===== config.mk =====
export PLATFORM = sky130hd
export DESIGN_NAME = text_statistics_counter_unit
export DESIGN_NICKNAME = d
export VERILOG_FILES = /design/src/hw/rtl/tsc_pkg.sv /design/src/hw/rtl/tsc_front.sv /design/src/hw/rtl/tsc_queue.sv /design/src/hw/rtl/tsc_back.sv /design/src/hw/rtl/text_statistics_counter_unit.sv
export SDC_FILE = /design/constraint.sdc
export NUM_CORES = 2
export LEC_CHECK = 0
export BUFFER_PORTS_ARGS = -buffer_cell sky130_fd_sc_hd__buf_2
export CAP_MARGIN = 20
export CORE_ASPECT_RATIO = 2
export CORE_MARGIN = 4
export CORE_UTILIZATION = 50
export DETAILED_ROUTE_END_ITERATION = 8
export GPL_ROUTABILITY_DRIVEN = 0
export GPL_TIMING_DRIVEN = 0
export PLACE_DENSITY = 0.67
export SLEW_MARGIN = 20
export SYNTH_ARGS = -nofsm -noshare
export SYNTH_HDL_FRONTEND = slang
export SYNTH_SLANG_ARGS = --single-unit

===== constraint.sdc =====
create_clock -name clk -period 22.6 [get_ports clk]
set_clock_uncertainty 0.1 [all_clocks]
set_input_delay 2.26 -clock clk [delete_from_list [all_inputs] [get_ports clk]]
set_output_delay 2.26 -clock clk [all_outputs]
set_load 0.005 [all_outputs]

===== src/hw/rtl/tsc_pkg.sv =====
package tsc_pkg;

  typedef struct packed {
    logic [7:0] text_byte;
    logic       final_byte;
  } in_t;

  typedef struct packed {
    logic        record_kind;
    logic [31:0] paragraph_index;
    logic [31:0] paragraph_word_count;
    logic [31:0] paragraph_offset;
    logic [31:0] chars_with_spaces;
    logic [31:0] chars_without_spaces;
    logic [31:0] total_words;
    logic [31:0] total_sentences;
    logic [31:0] total_paragraphs;
    logic [31:0] read_time_minutes;
    logic        last_of_run;
  } out_t;

  // One queue entry: everything a byte leaves for the back end to report
  typedef struct packed {
    logic        has_para;
    logic [31:0] para_index;
    logic [31:0] para_words;
    logic [31:0] para_offset;
    logic        has_sum;
    logic [31:0] with_spaces;
    logic [31:0] without_spaces;
    logic [31:0] words;
    logic [31:0] sentences;
    logic [31:0] paragraphs;
  } ev_t;

  localparam logic KIND_PARAGRAPH = 1'b0;
  localparam logic KIND_SUMMARY   = 1'b1;

  localparam logic CFG_READING_SPEED   = 1'b0;
  localparam logic CFG_PARAGRAPH_LIMIT = 1'b1;

  localparam logic [15:0] READING_SPEED_RESET   = 16'd250;
  localparam logic [15:0] PARAGRAPH_LIMIT_RESET = 16'd150;

  localparam logic [7:0] CH_NEWLINE    = 8'h0A;
  localparam logic [7:0] CH_APOSTROPHE = 8'h27;
  localparam logic [7:0] CH_HYPHEN     = 8'h2D;
  localparam logic [7:0] CH_SPACE      = 8'h20;
  localparam logic [7:0] CH_TAB        = 8'h09;
  localparam logic [7:0] CH_CR         = 8'h0D;
  localparam logic [7:0] CH_PERIOD     = 8'h2E;
  localparam logic [7:0] CH_EXCLAIM    = 8'h21;
  localparam logic [7:0] CH_QUESTION   = 8'h3F;

  localparam int QUEUE_DEPTH = 2;

endpackage


===== src/hw/rtl/tsc_front.sv =====
module tsc_front
  import tsc_pkg::*;
#(
  parameter int COUNT_WIDTH = 32
) (
  input  logic                   clk,
  input  logic                   rst_n,
  input  logic                   in_valid,
  output logic                   in_ready,
  input  in_t                    in_data,
  input  logic [15:0]            para_limit,
  output logic                   ev_valid,
  input  logic                   ev_ready,
  output ev_t                    ev,
  output logic [COUNT_WIDTH-1:0] ev_words
);

  typedef logic [COUNT_WIDTH-1:0] cnt_t;

  function automatic cnt_t sat_inc(input cnt_t v);
    return (&v) ? v : v + cnt_t'(1);
  endfunction

  function automatic logic [31:0] low32(input cnt_t v);
    logic [63:0] t;
    t = 64'(v);
    return t[31:0];
  endfunction

  logic [1:0] skip_r, skip_nxt;
  logic       tok_r, tok_nxt;
  logic       psend_r, psend_nxt;
  logic       phw_r, phw_nxt;
  cnt_t       words_r, words_nxt;
  cnt_t       pwords_r, pwords_nxt;
  cnt_t       pnum_r, pnum_nxt;
  cnt_t       pstart_r, pstart_nxt;
  cnt_t       pos_r, pos_nxt;
  cnt_t       with_r, with_nxt;
  cnt_t       without_r, without_nxt;
  cnt_t       sent_r, sent_nxt;
  cnt_t       ptot_r, ptot_nxt;

  logic [7:0] b;
  logic       fin, accept;
  logic       ws, alnum, wordc, send;
  cnt_t       limit_ext;

  assign in_ready  = ev_ready;
  assign accept    = in_valid && in_ready;
  assign b         = in_data.text_byte;
  assign fin       = in_data.final_byte;
  assign limit_ext = cnt_t'(para_limit);

  assign ws    = (b == CH_SPACE) || (b >= CH_TAB && b <= CH_CR);
  assign alnum = (b >= 8'h30 && b <= 8'h39) || (b >= 8'h41 && b <= 8'h5A) ||
                 (b >= 8'h61 && b <= 8'h7A);
  assign wordc = b[7] || alnum || (b == CH_APOSTROPHE) || (b == CH_HYPHEN);
  assign send  = (b == CH_PERIOD) || (b == CH_EXCLAIM) || (b == CH_QUESTION);

  always_comb begin
    skip_nxt    = skip_r;
    tok_nxt     = tok_r;
    psend_nxt   = psend_r;
    phw_nxt     = phw_r;
    words_nxt   = words_r;
    pwords_nxt  = pwords_r;
    pnum_nxt    = pnum_r;
    pstart_nxt  = pstart_r;
    pos_nxt     = pos_r;
    with_nxt    = with_r;
    without_nxt = without_r;
    sent_nxt    = sent_r;
    ptot_nxt    = ptot_r;
    ev          = '0;
    ev_words    = words_r;

    if (b[7:6] != 2'b10) begin
      with_nxt = sat_inc(with_r);
    end

    if (skip_r != 2'd0) begin
      skip_nxt = skip_r - 2'd1;
    end else begin
      if (b[7:5] == 3'b110) begin
        skip_nxt = 2'd1;
      end else if (b[7:4] == 4'b1110) begin
        skip_nxt = 2'd2;
      end else if (b[7:3] == 5'b11110) begin
        skip_nxt = 2'd3;
      end
      if (!ws) begin
        without_nxt = sat_inc(without_r);
      end
      if (wordc) begin
        tok_nxt = 1'b1;
      end else if (tok_nxt) begin
        words_nxt  = sat_inc(words_nxt);
        pwords_nxt = sat_inc(pwords_nxt);
        phw_nxt    = 1'b1;
        tok_nxt    = 1'b0;
      end
      if (send && !psend_r) begin
        sent_nxt = sat_inc(sent_r);
      end
      psend_nxt = send;
      if (b == CH_NEWLINE) begin
        if (phw_nxt) begin
          ptot_nxt = sat_inc(ptot_nxt);
          if (pwords_nxt >= limit_ext) begin
            ev.has_para    = 1'b1;
            ev.para_index  = low32(pnum_nxt);
            ev.para_words  = low32(pwords_nxt);
            ev.para_offset = low32(pstart_nxt);
          end
          pnum_nxt   = sat_inc(pnum_nxt);
          pwords_nxt = '0;
          phw_nxt    = 1'b0;
        end
        pstart_nxt = sat_inc(pos_r);
      end
      pos_nxt = sat_inc(pos_r);
    end

    if (fin) begin
      // close the open word and paragraph, then report totals
      if (tok_nxt) begin
        words_nxt  = sat_inc(words_nxt);
        pwords_nxt = sat_inc(pwords_nxt);
        phw_nxt    = 1'b1;
        tok_nxt    = 1'b0;
      end
      if (phw_nxt) begin
        ptot_nxt = sat_inc(ptot_nxt);
        if (pwords_nxt >= limit_ext) begin
          ev.has_para    = 1'b1;
          ev.para_index  = low32(pnum_nxt);
          ev.para_words  = low32(pwords_nxt);
          ev.para_offset = low32(pstart_nxt);
        end
      end
      ev.has_sum        = 1'b1;
      ev.with_spaces    = low32(with_nxt);
      ev.without_spaces = low32(without_nxt);
      ev.words          = low32(words_nxt);
      ev.sentences      = low32(sent_nxt);
      ev.paragraphs     = low32(ptot_nxt);
      ev_words          = words_nxt;

      // back to the start-of-text state
      skip_nxt    = 2'd0;
      tok_nxt     = 1'b0;
      psend_nxt   = 1'b0;
      phw_nxt     = 1'b0;
      words_nxt   = '0;
      pwords_nxt  = '0;
      pnum_nxt    = cnt_t'(1);
      pstart_nxt  = '0;
      pos_nxt     = '0;
      with_nxt    = '0;
      without_nxt = '0;
      sent_nxt    = '0;
      ptot_nxt    = '0;
    end
  end

  assign ev_valid = accept && (ev.has_para || ev.has_sum);

  always_ff @(posedge clk) begin
    if (!rst_n) begin
      skip_r    <= 2'd0;
      tok_r     <= 1'b0;
      psend_r   <= 1'b0;
      phw_r     <= 1'b0;
      words_r   <= '0;
      pwords_r  <= '0;
      pnum_r    <= cnt_t'(1);
      pstart_r  <= '0;
      pos_r     <= '0;
      with_r    <= '0;
      without_r <= '0;
      sent_r    <= '0;
      ptot_r    <= '0;
    end else if (accept) begin
      skip_r    <= skip_nxt;
      tok_r     <= tok_nxt;
      psend_r   <= psend_nxt;
      phw_r     <= phw_nxt;
      words_r   <= words_nxt;
      pwords_r  <= pwords_nxt;
      pnum_r    <= pnum_nxt;
      pstart_r  <= pstart_nxt;
      pos_r     <= pos_nxt;
      with_r    <= with_nxt;
      without_r <= without_nxt;
      sent_r    <= sent_nxt;
      ptot_r    <= ptot_nxt;
    end
  end

endmodule


===== src/hw/rtl/tsc_queue.sv =====
module tsc_queue
  import tsc_pkg::*;
#(
  parameter int COUNT_WIDTH = 32
) (
  input  logic                   clk,
  input  logic                   rst_n,
  input  logic                   push_valid,
  output logic                   push_ready,
  input  ev_t                    push_ev,
  input  logic [COUNT_WIDTH-1:0] push_words,
  output logic                   pop_valid,
  input  logic                   pop_ready,
  output ev_t                    pop_ev,
  output logic [COUNT_WIDTH-1:0] pop_words
);

  localparam int PTR_W = $clog2(QUEUE_DEPTH);
  localparam int CNT_W = $clog2(QUEUE_DEPTH + 1);

  ev_t                    ev_mem_r    [QUEUE_DEPTH];
  logic [COUNT_WIDTH-1:0] words_mem_r [QUEUE_DEPTH];
  logic [PTR_W-1:0]       wr_ptr_r, rd_ptr_r;
  logic [CNT_W-1:0]       fill_r;
  logic                   push, pop;

  assign push_ready = fill_r != CNT_W'(QUEUE_DEPTH);
  assign pop_valid  = fill_r != '0;
  assign push       = push_valid && push_ready;
  assign pop        = pop_valid && pop_ready;
  assign pop_ev     = ev_mem_r[rd_ptr_r];
  assign pop_words  = words_mem_r[rd_ptr_r];

  always_ff @(posedge clk) begin
    if (push) begin
      ev_mem_r[wr_ptr_r]    <= push_ev;
      words_mem_r[wr_ptr_r] <= push_words;
    end
  end

  always_ff @(posedge clk) begin
    if (!rst_n) begin
      wr_ptr_r <= '0;
      rd_ptr_r <= '0;
      fill_r   <= '0;
    end else begin
      if (push) begin
        wr_ptr_r <= (wr_ptr_r == PTR_W'(QUEUE_DEPTH - 1)) ? '0 : wr_ptr_r + PTR_W'(1);
      end
      if (pop) begin
        rd_ptr_r <= (rd_ptr_r == PTR_W'(QUEUE_DEPTH - 1)) ? '0 : rd_ptr_r + PTR_W'(1);
      end
      if (push && !pop) begin
        fill_r <= fill_r + CNT_W'(1);
      end else if (pop && !push) begin
        fill_r <= fill_r - CNT_W'(1);
      end
    end
  end

endmodule


===== src/hw/rtl/tsc_back.sv =====
module tsc_back
  import tsc_pkg::*;
#(
  parameter int COUNT_WIDTH = 32
) (
  input  logic                   clk,
  input  logic                   rst_n,
  input  logic                   ev_valid,
  output logic                   ev_ready,
  input  ev_t                    ev,
  input  logic [COUNT_WIDTH-1:0] ev_words,
  input  logic [15:0]            reading_speed,
  output logic                   out_valid,
  input  logic                   out_ready,
  output out_t                   out_data
);

  localparam int STEP_W = $clog2(COUNT_WIDTH + 1);

  typedef enum logic [3:0] {
    ST_IDLE = 4'b0001,
    ST_DIV  = 4'b0010,
    ST_PARA = 4'b0100,
    ST_SUM  = 4'b1000
  } back_state_t;

  back_state_t            state_r, state_nxt;
  ev_t                    ent_r, ent_nxt;
  logic [COUNT_WIDTH-1:0] quo_r, quo_nxt;
  logic [15:0]            rem_r, rem_nxt;
  logic [STEP_W-1:0]      step_r, step_nxt;
  logic                   out_valid_r, out_valid_nxt;
  out_t                   out_r, out_nxt;

  logic [15:0]            divisor;
  logic [16:0]            trial, diff;
  logic                   fits, out_free;
  logic [COUNT_WIDTH-1:0] minutes_full;
  logic [63:0]            minutes_64;

  assign divisor      = (reading_speed == 16'd0) ? 16'd1 : reading_speed;
  assign trial        = {rem_r, quo_r[COUNT_WIDTH-1]};
  assign diff         = trial - {1'b0, divisor};
  assign fits         = trial >= {1'b0, divisor};
  assign minutes_full = quo_r + COUNT_WIDTH'(rem_r != 16'd0);
  assign minutes_64   = 64'(minutes_full);
  assign out_free     = !out_valid_r || out_ready;
  assign ev_ready     = state_r == ST_IDLE;
  assign out_valid    = out_valid_r;
  assign out_data     = out_r;

  always_comb begin
    state_nxt     = state_r;
    ent_nxt       = ent_r;
    quo_nxt       = quo_r;
    rem_nxt       = rem_r;
    step_nxt      = step_r;
    out_valid_nxt = out_valid_r && !out_ready;
    out_nxt       = out_r;

    unique case (state_r)
      ST_IDLE: begin
        if (ev_valid) begin
          ent_nxt  = ev;
          quo_nxt  = ev_words;
          rem_nxt  = '0;
          step_nxt = STEP_W'(COUNT_WIDTH);
          state_nxt = ev.has_sum ? ST_DIV : ST_PARA;
        end
      end
      ST_DIV: begin
        // one quotient bit per cycle, restoring
        quo_nxt  = {quo_r[COUNT_WIDTH-2:0], fits};
        rem_nxt  = fits ? diff[15:0] : trial[15:0];
        step_nxt = step_r - STEP_W'(1);
        if (step_r == STEP_W'(1)) begin
          state_nxt = ent_r.has_para ? ST_PARA : ST_SUM;
        end
      end
      ST_PARA: begin
        if (out_free) begin
          out_valid_nxt                = 1'b1;
          out_nxt                      = '0;
          out_nxt.record_kind          = KIND_PARAGRAPH;
          out_nxt.paragraph_index      = ent_r.para_index;
          out_nxt.paragraph_word_count = ent_r.para_words;
          out_nxt.paragraph_offset     = ent_r.para_offset;
          out_nxt.last_of_run          = !ent_r.has_sum;
          state_nxt = ent_r.has_sum ? ST_SUM : ST_IDLE;
        end
      end
      ST_SUM: begin
        if (out_free) begin
          out_valid_nxt                = 1'b1;
          out_nxt                      = '0;
          out_nxt.record_kind          = KIND_SUMMARY;
          out_nxt.chars_with_spaces    = ent_r.with_spaces;
          out_nxt.chars_without_spaces = ent_r.without_spaces;
          out_nxt.total_words          = ent_r.words;
          out_nxt.total_sentences      = ent_r.sentences;
          out_nxt.total_paragraphs     = ent_r.paragraphs;
          out_nxt.read_time_minutes    = minutes_64[31:0];
          out_nxt.last_of_run          = 1'b1;
          state_nxt = ST_IDLE;
        end
      end
      default: begin
        state_nxt = ST_IDLE;
      end
    endcase
  end

  always_ff @(posedge clk) begin
    if (!rst_n) begin
      state_r     <= ST_IDLE;
      out_valid_r <= 1'b0;
      step_r      <= '0;
    end else begin
      state_r     <= state_nxt;
      out_valid_r <= out_valid_nxt;
      step_r      <= step_nxt;
    end
  end

  always_ff @(posedge clk) begin
    ent_r <= ent_nxt;
    quo_r <= quo_nxt;
    rem_r <= rem_nxt;
    out_r <= out_nxt;
  end

endmodule


===== src/hw/rtl/text_statistics_counter_unit.sv =====
// Text statistics over a UTF-8 byte stream.
//
// in_*  : one text byte per transfer, final_byte marks the last byte of a text.
// out_* : result records. A newline that closes a paragraph of at least
//         long_paragraph_limit words yields a paragraph record; the final byte
//         yields an optional paragraph record followed by the summary.
//         last_of_run is set on the last record a byte produces.
// cfg_* : index 0 reading_speed, index 1 long_paragraph_limit; always ready.
//
// Bytes that produce no record are taken one per cycle while the queue has
// room. A byte with records goes into a two-entry queue; for a summary the
// back end runs the restoring divide for the reading time, then moves each
// record into the output register, and it takes the next entry only once
// it has sent every record of the last one. A stalled receiver holds the
// output register; the front keeps taking bytes until the queue fills.
// Reset (synchronous, rst_n low) clears all counters and loads the register
// defaults 250 and 150. After each summary the counters restart.
module text_statistics_counter_unit
  import tsc_pkg::*;
#(
  parameter int COUNT_WIDTH = 32
) (
  input  logic        clk,
  input  logic        rst_n,
  input  logic        in_valid,
  output logic        in_ready,
  input  in_t         in_data,
  output logic        out_valid,
  input  logic        out_ready,
  output out_t        out_data,
  input  logic        cfg_valid,
  output logic        cfg_ready,
  input  logic        cfg_index,
  input  logic [15:0] cfg_data
);

  logic [15:0]            speed_r, limit_r;
  logic                   fe_valid, fe_ready, be_valid, be_ready;
  ev_t                    fe_ev, be_ev;
  logic [COUNT_WIDTH-1:0] fe_words, be_words;

  assign cfg_ready = 1'b1;

  always_ff @(posedge clk) begin
    if (!rst_n) begin
      speed_r <= READING_SPEED_RESET;
      limit_r <= PARAGRAPH_LIMIT_RESET;
    end else if (cfg_valid) begin
      unique case (cfg_index)
        CFG_READING_SPEED:   speed_r <= cfg_data;
        CFG_PARAGRAPH_LIMIT: limit_r <= cfg_data;
        default:             speed_r <= speed_r;
      endcase
    end
  end

  tsc_front #(.COUNT_WIDTH(COUNT_WIDTH)) u_front (
    .clk        (clk),
    .rst_n      (rst_n),
    .in_valid   (in_valid),
    .in_ready   (in_ready),
    .in_data    (in_data),
    .para_limit (limit_r),
    .ev_valid   (fe_valid),
    .ev_ready   (fe_ready),
    .ev         (fe_ev),
    .ev_words   (fe_words)
  );

  tsc_queue #(.COUNT_WIDTH(COUNT_WIDTH)) u_queue (
    .clk        (clk),
    .rst_n      (rst_n),
    .push_valid (fe_valid),
    .push_ready (fe_ready),
    .push_ev    (fe_ev),
    .push_words (fe_words),
    .pop_valid  (be_valid),
    .pop_ready  (be_ready),
    .pop_ev     (be_ev),
    .pop_words  (be_words)
  );

  tsc_back #(.COUNT_WIDTH(COUNT_WIDTH)) u_back (
    .clk           (clk),
    .rst_n         (rst_n),
    .ev_valid      (be_valid),
    .ev_ready      (be_ready),
    .ev            (be_ev),
    .ev_words      (be_words),
    .reading_speed (speed_r),
    .out_valid     (out_valid),
    .out_ready     (out_ready),
    .out_data      (out_data)
  );

endmodule

; Word level (Yosys, flattened, before mapping)
; Memories as Yosys holds them, arrays and structs flattened. A register that Yosys moved wholly into a read port is not among the register bits.
; Cells that the tools add are included.
[word_totals]
register_bits = 936
latchBits = 0
mem_bits_rw = 580
romBits = 0
in_bits = 31
word_cells = 259
n_memories = 2
[memory_table]
columns = memory, words, width, read_ports, rd_ports_with_merged_regs, write_ports, line
row1 = u_queue.ev_mem_r, 2, 258, 1, 1, 1, tsc_queue.sv:21  ; ev_t ev_mem_r [QUEUE_DEPTH];
row2 = u_queue.words_mem_r, 2, 32, 1, 1, 1, tsc_queue.sv:22  ; logic [COUNT_WIDTH-1:0] words_mem_r [QUEUE_DEPTH];
[op_classes]
n_addsub = 19
n_mul = 0
n_div = 0
order_cmp = 11
n_eq_ne = 22
shift = 0
n_mux = 104
bitwise = 1
reduce_logical = 56
[op_table]
columns = op, n
row1 = 2-to-1 mux 32 bit, 49
row2 = 2-to-1 mux 97 bit, 6
row3 = 2-to-1 mux 290 bit, 2
row4 = one-hot mux 290 bit (2 select lines), 1
row5 = adder 32 x 1 -> 32 bit (second input constant), 11
row6 = AND reduction 32 bit, 11
row7 = 2-to-1 mux 258 bit, 1
row8 = >= comparator 32 x 16 -> 1 bit, 2
row9 = one-hot mux 32 bit (2 select lines), 1
row10 = equality test 8 x 6 -> 1 bit (second input constant), 6
row11 = 2-to-1 mux 16 bit, 3
row12 = adder 32 x 1 -> 32 bit, 1
row13 = one-hot mux 16 bit (2 select lines), 1
row14 = 2-to-1 mux 4 bit, 6
row15 = 2-to-1 mux 1 bit, 23
row16 = >= comparator 17 x 16 -> 1 bit, 1
row17 = >= comparator 8 x 7 -> 1 bit (second input constant), 2
row18 = less-or-equal comparator 8 x 7 -> 1 bit (second input constant), 2
row19 = zero test 16 bit, 1
row20 = one-hot mux 4 bit (4 select lines), 1
row21 = nonzero test 16 bit, 1
row22 = subtractor 16 bit, 1
row23 = 2-to-1 mux 2 bit, 7
row24 = logical AND 1 bit, 12
row25 = other kinds (30), 61

; Depth between registers and ports, before layout
[depth]
depth_word = 27
depth_mapped = 33

; By module
; From an unflattened synthesis, not the netlist that was laid out.
[hier_totals]
hier_cells = 5912
hier_area_um2 = 70356.2
[by_module_without_submodules]
columns = module, instances, cells_each, area_each_um2
row1 = tsc_front, 1, 3512, 25092.8
row2 = tsc_back, 1, 1339, 22470.3
row3 = tsc_queue, 1, 926, 21524.4
row4 = text_statistics_counter_unit, 1, 135, 1268.7

; Worst setup path after synthesis
; Ideal clock, no wire load.
[synth_path]
path_kind = input port to flip-flop
from = input port out_ready
to = register u_back.out_r (netlist bit u_back.out_data[0]) (enable)
setup_time_ps = 980
arrival_time_ps = 15099
required_time_ps = 21520
setup_slack_ps = 6421
cell_stages = 2
n_path_buf = 0
cell_sequence = nand2b_1 nor2b_1
[synth_via]
elab_chain_cells = 3
[synth_rtl]
columns = item, line
row1 = "start, declared", text_statistics_counter_unit.sv:29  ; input logic out_ready,
row2 = logical OR 1 bit (*), tsc_back.sv:47  ; assign out_free = !out_valid_r || out_ready;
row3 = != test 2 x 1 -> 1 bit (no line), n/a
row4 = AND reduction 3 bit (no line) (*), n/a
row5 = "end signal, assigned", tsc_back.sv:129  ; out_r <= out_nxt;
row6 = "end, declared", tsc_back.sv:33  ; out_t out_r, out_nxt;
; Mark *: on every way between the ends. The rest lies on a longest branch, timed or not.
; A chain may end at the register's enable or synchronous reset.

==> key figures <==
Outcome
  • Status: finished clean

Synth
  • Top FF cell, synth: edfxtp_1
  • Asr flop ratio synth: 0%
  • Mean Syn Cell Area: 11.64 um2
  • Synth cell types: 103
  • Top post-synthesis cells by area: edfxtp_1 52%, dfxtp_1 10%, mux2_2 4.3%, nor2_1 3.6%, xnor2_1 2.5%
  • Yosys reg bits: 1,517
  • Post-synthesis compound-gate area fraction: 9.071%
  • Synth area leader: edfxtp_1
  • Synth Instances: 5,889
  • YS warnings: 0
  • Multiplexer share of the synthesized area: 5.093%
  • Synthesized area: 0.06854 mm2
  • Mapped Nets: 5,985
  • Post-synth EDFFs: 1,176
  • Synthesized-area fraction occupied by and/or/nand/nor cells: 16.16%
  • Post-Synth XOR/XNOR Area: 4.281%
  • Largest family of logic cells by synthesized area: simple AND/OR/NAND/NOR gates
  • Yosys top cell area share: 51.53%
  • Sequential area share after synthesis: 61.49%
  • Synth Area in Adders: 1.198%

Cells and area
  • Fillers: 11,320
  • Fraction of layout cells with a size suffix above 1: 14.50%
  • Seq. cell area: 0.04214 mm2
  • Most frequent cells in the layout: 1,176 x edfxtp_1, 656 x nor2_1, 381 x nand2_1
  • Fin cells: 8,228
  • Commonest non-fill, non-tap cell in the layout: edfxtp_1
  • Area occupied by multi-input gates: 0.02457 mm2
  • Final instance area: 0.07762 mm2
  • Layout net count: 6,475
  • Area delta synth->final: 13.26%

GRT
  • Initial antenna violation count: 18
  • Vias in the first global route: 48,400
  • Largest net degree at the start of global routing: 84
  • M2 GR Usage: 46.54%
  • First-pass GRT wire length: 292,800 um
  • GR Util met3: 5.045%
  • GR Overflow Total: 0
  • GR peak layer: met2
  • Global-route usage over all layers: 26.63%
  • GR Util met1: 28.74%

CTS
  • Postcts setup bufs: 0
  • Worst-path clk slew: 60 ps
  • CTS tree: yes
  • CTS resizes: 0
  • Clk_lat worst skew: 790 ps
  • H-tree Lvls: 4
  • CTS root buf: clkbuf_16
  • Clock sinks: 1,517
  • CTS Buffer Depth: 4
  • Hold_buf cts: 0
  • CTS Buf Count: 143

Critical path
  • Startpoint types: primary input
  • CP max FO: 10
  • CP required: 22,920 ps
  • Slowest stage delay, CP: 770 ps
  • CP arrival: 11,430 ps
  • Critical path buffer and inverter count: 5
  • Slowest stage cell on the critical path: clkbuf_1
  • Crit Path Class: primary input to flip-flop
  • Top delay family on crit path: compound AO/OA/AOI/OAI gates
  • Most frequent CP cell: o21ai_0
  • CP endpoint kind: flip-flop

Route
  • Via-per-instance ratio: 5.950
  • Drc violations: 0
  • Final ANT Viol Nets: 0
  • Drt initial violations: 4,165
  • Routed len/inst: 24.01 um
  • Routed vias: 48,960
  • Drt pass-1 iters: 6
  • Total routed wirelength: 197,500 um

STA
  • Worst-Margin Slew: 1265 ps
  • Endpoints failing hold: 0
  • Setup TNS Final: 0 ps
  • Time the worst path needs with I/O delays and setup: 11,110 ps
  • Max-slew violations: 0
  • F_max: 90.04 MHz
  • Final setup vio count: 0
  • Max-slew headroom: 15.07%
  • Unrepaired setup endpoints after global routing: no
  • Final worst setup slack: 11,490 ps
  • Fin crit share: 49.14%

Floorplan
  • Die area: 0.1434 mm2
  • Die width: 269.8 um
  • I/O pin total: 324
  • Row Count: 191
  • Starting density of the core: 50.49%
  • Core area: 0.1357 mm2
  • DIE HEIGHT: 531.6 um

Place
  • Pre-CTS WS: 11,160 ps
  • Post-DP HPWL: 144,400 um
  • Count of input and output buffers: 319
  • Area after DPL: 0.07295 mm2
  • Inst Count DP: 7,971

Power and ir drop
  • PD cells: 92.70 mW/mm2
  • Maximum vdd drop: 63.41 uV
  • P_leak: 26.46 nW

Run
  • Max Cap Violations: 0

Min path
  • Hold Path Class: flip-flop to flip-flop
## layout make-up
cell class              instances  area share, %
multi-input cells            3906          31.66
flip-flops and latches       1517          54.29
well taps                    1737          2.800
inverters                      93         0.4691
diodes                          9        0.02901
clock buffers                 188          5.076
clock inverters                60         0.8994
plain buffers                 373          1.962
repair buffers                345          2.818
## registers in the layout (all words and copies together), names as in the netlist, 2 cells and up, named ones only
signal	cells
u_queue.ev_mem_r	516
u_back.out_data	290
u_back.ent_r	258
u_queue.words_mem_r	64
u_back.quo_r	32
u_front.pnum_r	32
u_front.pos_r	32
u_front.pstart_r	32
u_front.ptot_r	32
u_front.pwords_r	32
u_front.sent_r	32
u_front.with_r	32
u_front.without_r	32
u_front.words_r	32
limit_r	16
speed_r	16
u_back.rem_r	16
u_back.step_r	6
u_back.state_r	4
u_front.skip_r	2
u_queue.fill_r	2
## worst register-to-register path, delay by kind of cell, from the launching register on
kind                     cells  cell delay, ps
AO/OA/AOI/OAI               11            2930
XOR/XNOR                     1             200
adder cells (fa/ha/maj)      2             640
buffers and inverters        7            3140
flip-flops                   1             300
multiplexers                 1             290
AND/OR/NAND/NOR              7            1720
## logic make-up (layout without fill, tap and decap cells)
logic type,count (synthesis),in the layout
AOI/OAI and AO/OA,1001,1001
other,1,10
xor gates and xnor gates,335,335
DFF,1517,1517
and+or+nand+nor,2188,2188
buffers and inverters,466,1059
muxes,316,316
adders and majority gates,65,65
## power breakdown
part           switching [mW]  total [mW]  internal, mW
registers               0.127        3.60          3.48
clock network            1.05        2.42          1.37
logic                   0.752        1.17         0.419
total                    1.93        7.20          5.26
## per-stage QoR
| step | hold slack (ps) | util (%) | total power [mW] |
|---|---|---|---|
| finish | 357.4 | 57.18 | 7.195 |
| global route | 387.8 | 57.17 | 7.458 |
| CTS | 354.8 | 57.16 | 7.241 |
| detailed placement | 346.3 | 53.74 | 4.829 |
| global placement | 346.5 | 53.27 | 4.909 |
| floorplan | 336.3 | - | 4.426 |
## Yosys cell counts, drive strengths merged (6+ instances only)
cell type	instances
buf	64
o31a	7
a21oi	279
o2111ai	6
nand4	102
ha	64
nand2b	35
or4	21
xnor2	199
o31ai	10
nor3b	9
o21a	10
nor3	127
and2	222
inv	93
xor2	136
and4	31
nor4	57
or3	85
nand4b	9
o211a	6
nand3	147
and3	82
nor4b	12
a22oi	140
edfxtp	1176
or2	22
a21o	56
o21ai	300
nand2	382
clkbuf	309
or4b	6
o211ai	21
o22ai	21
nor2b	170
a31oi	51
a211oi	22
mux2	262
nand3b	8
mux2i	54
a21boi	11
nor2	657
dfxtp	341
## per-layer routing
| layer | wire length, um | share of wire, % |
|---|---|---|
| met5 | 57 | 0.029 |
| met4 | 17630 | 8.9 |
| met3 | 14200 | 7.2 |
| met2 | 97450 | 49 |
| met1 | 68220 | 35 |
## worst paths after layout
| check | cells past startpoint | slack (ps) | end | startpoint |
|---|---|---|---|---|
| min | 2 | 360 | limit_r[11]$_SDFFE_PN0P_ | limit_r[11]$_SDFFE_PN0P_ |
| max reg2reg | 29 | 12930 | u_queue.ev_mem_r[1][174]$_DFFE_PP_ | u_front.skip_r[0]$_SDFFE_PN0P_ |
| max | 30 | 11490 | u_queue.ev_mem_r[1][174]$_DFFE_PP_ | in_data[5] |
| min reg2reg | 2 | 360 | limit_r[11]$_SDFFE_PN0P_ | limit_r[11]$_SDFFE_PN0P_ |
Note: power is estimated with default switching activity, not from simulation.
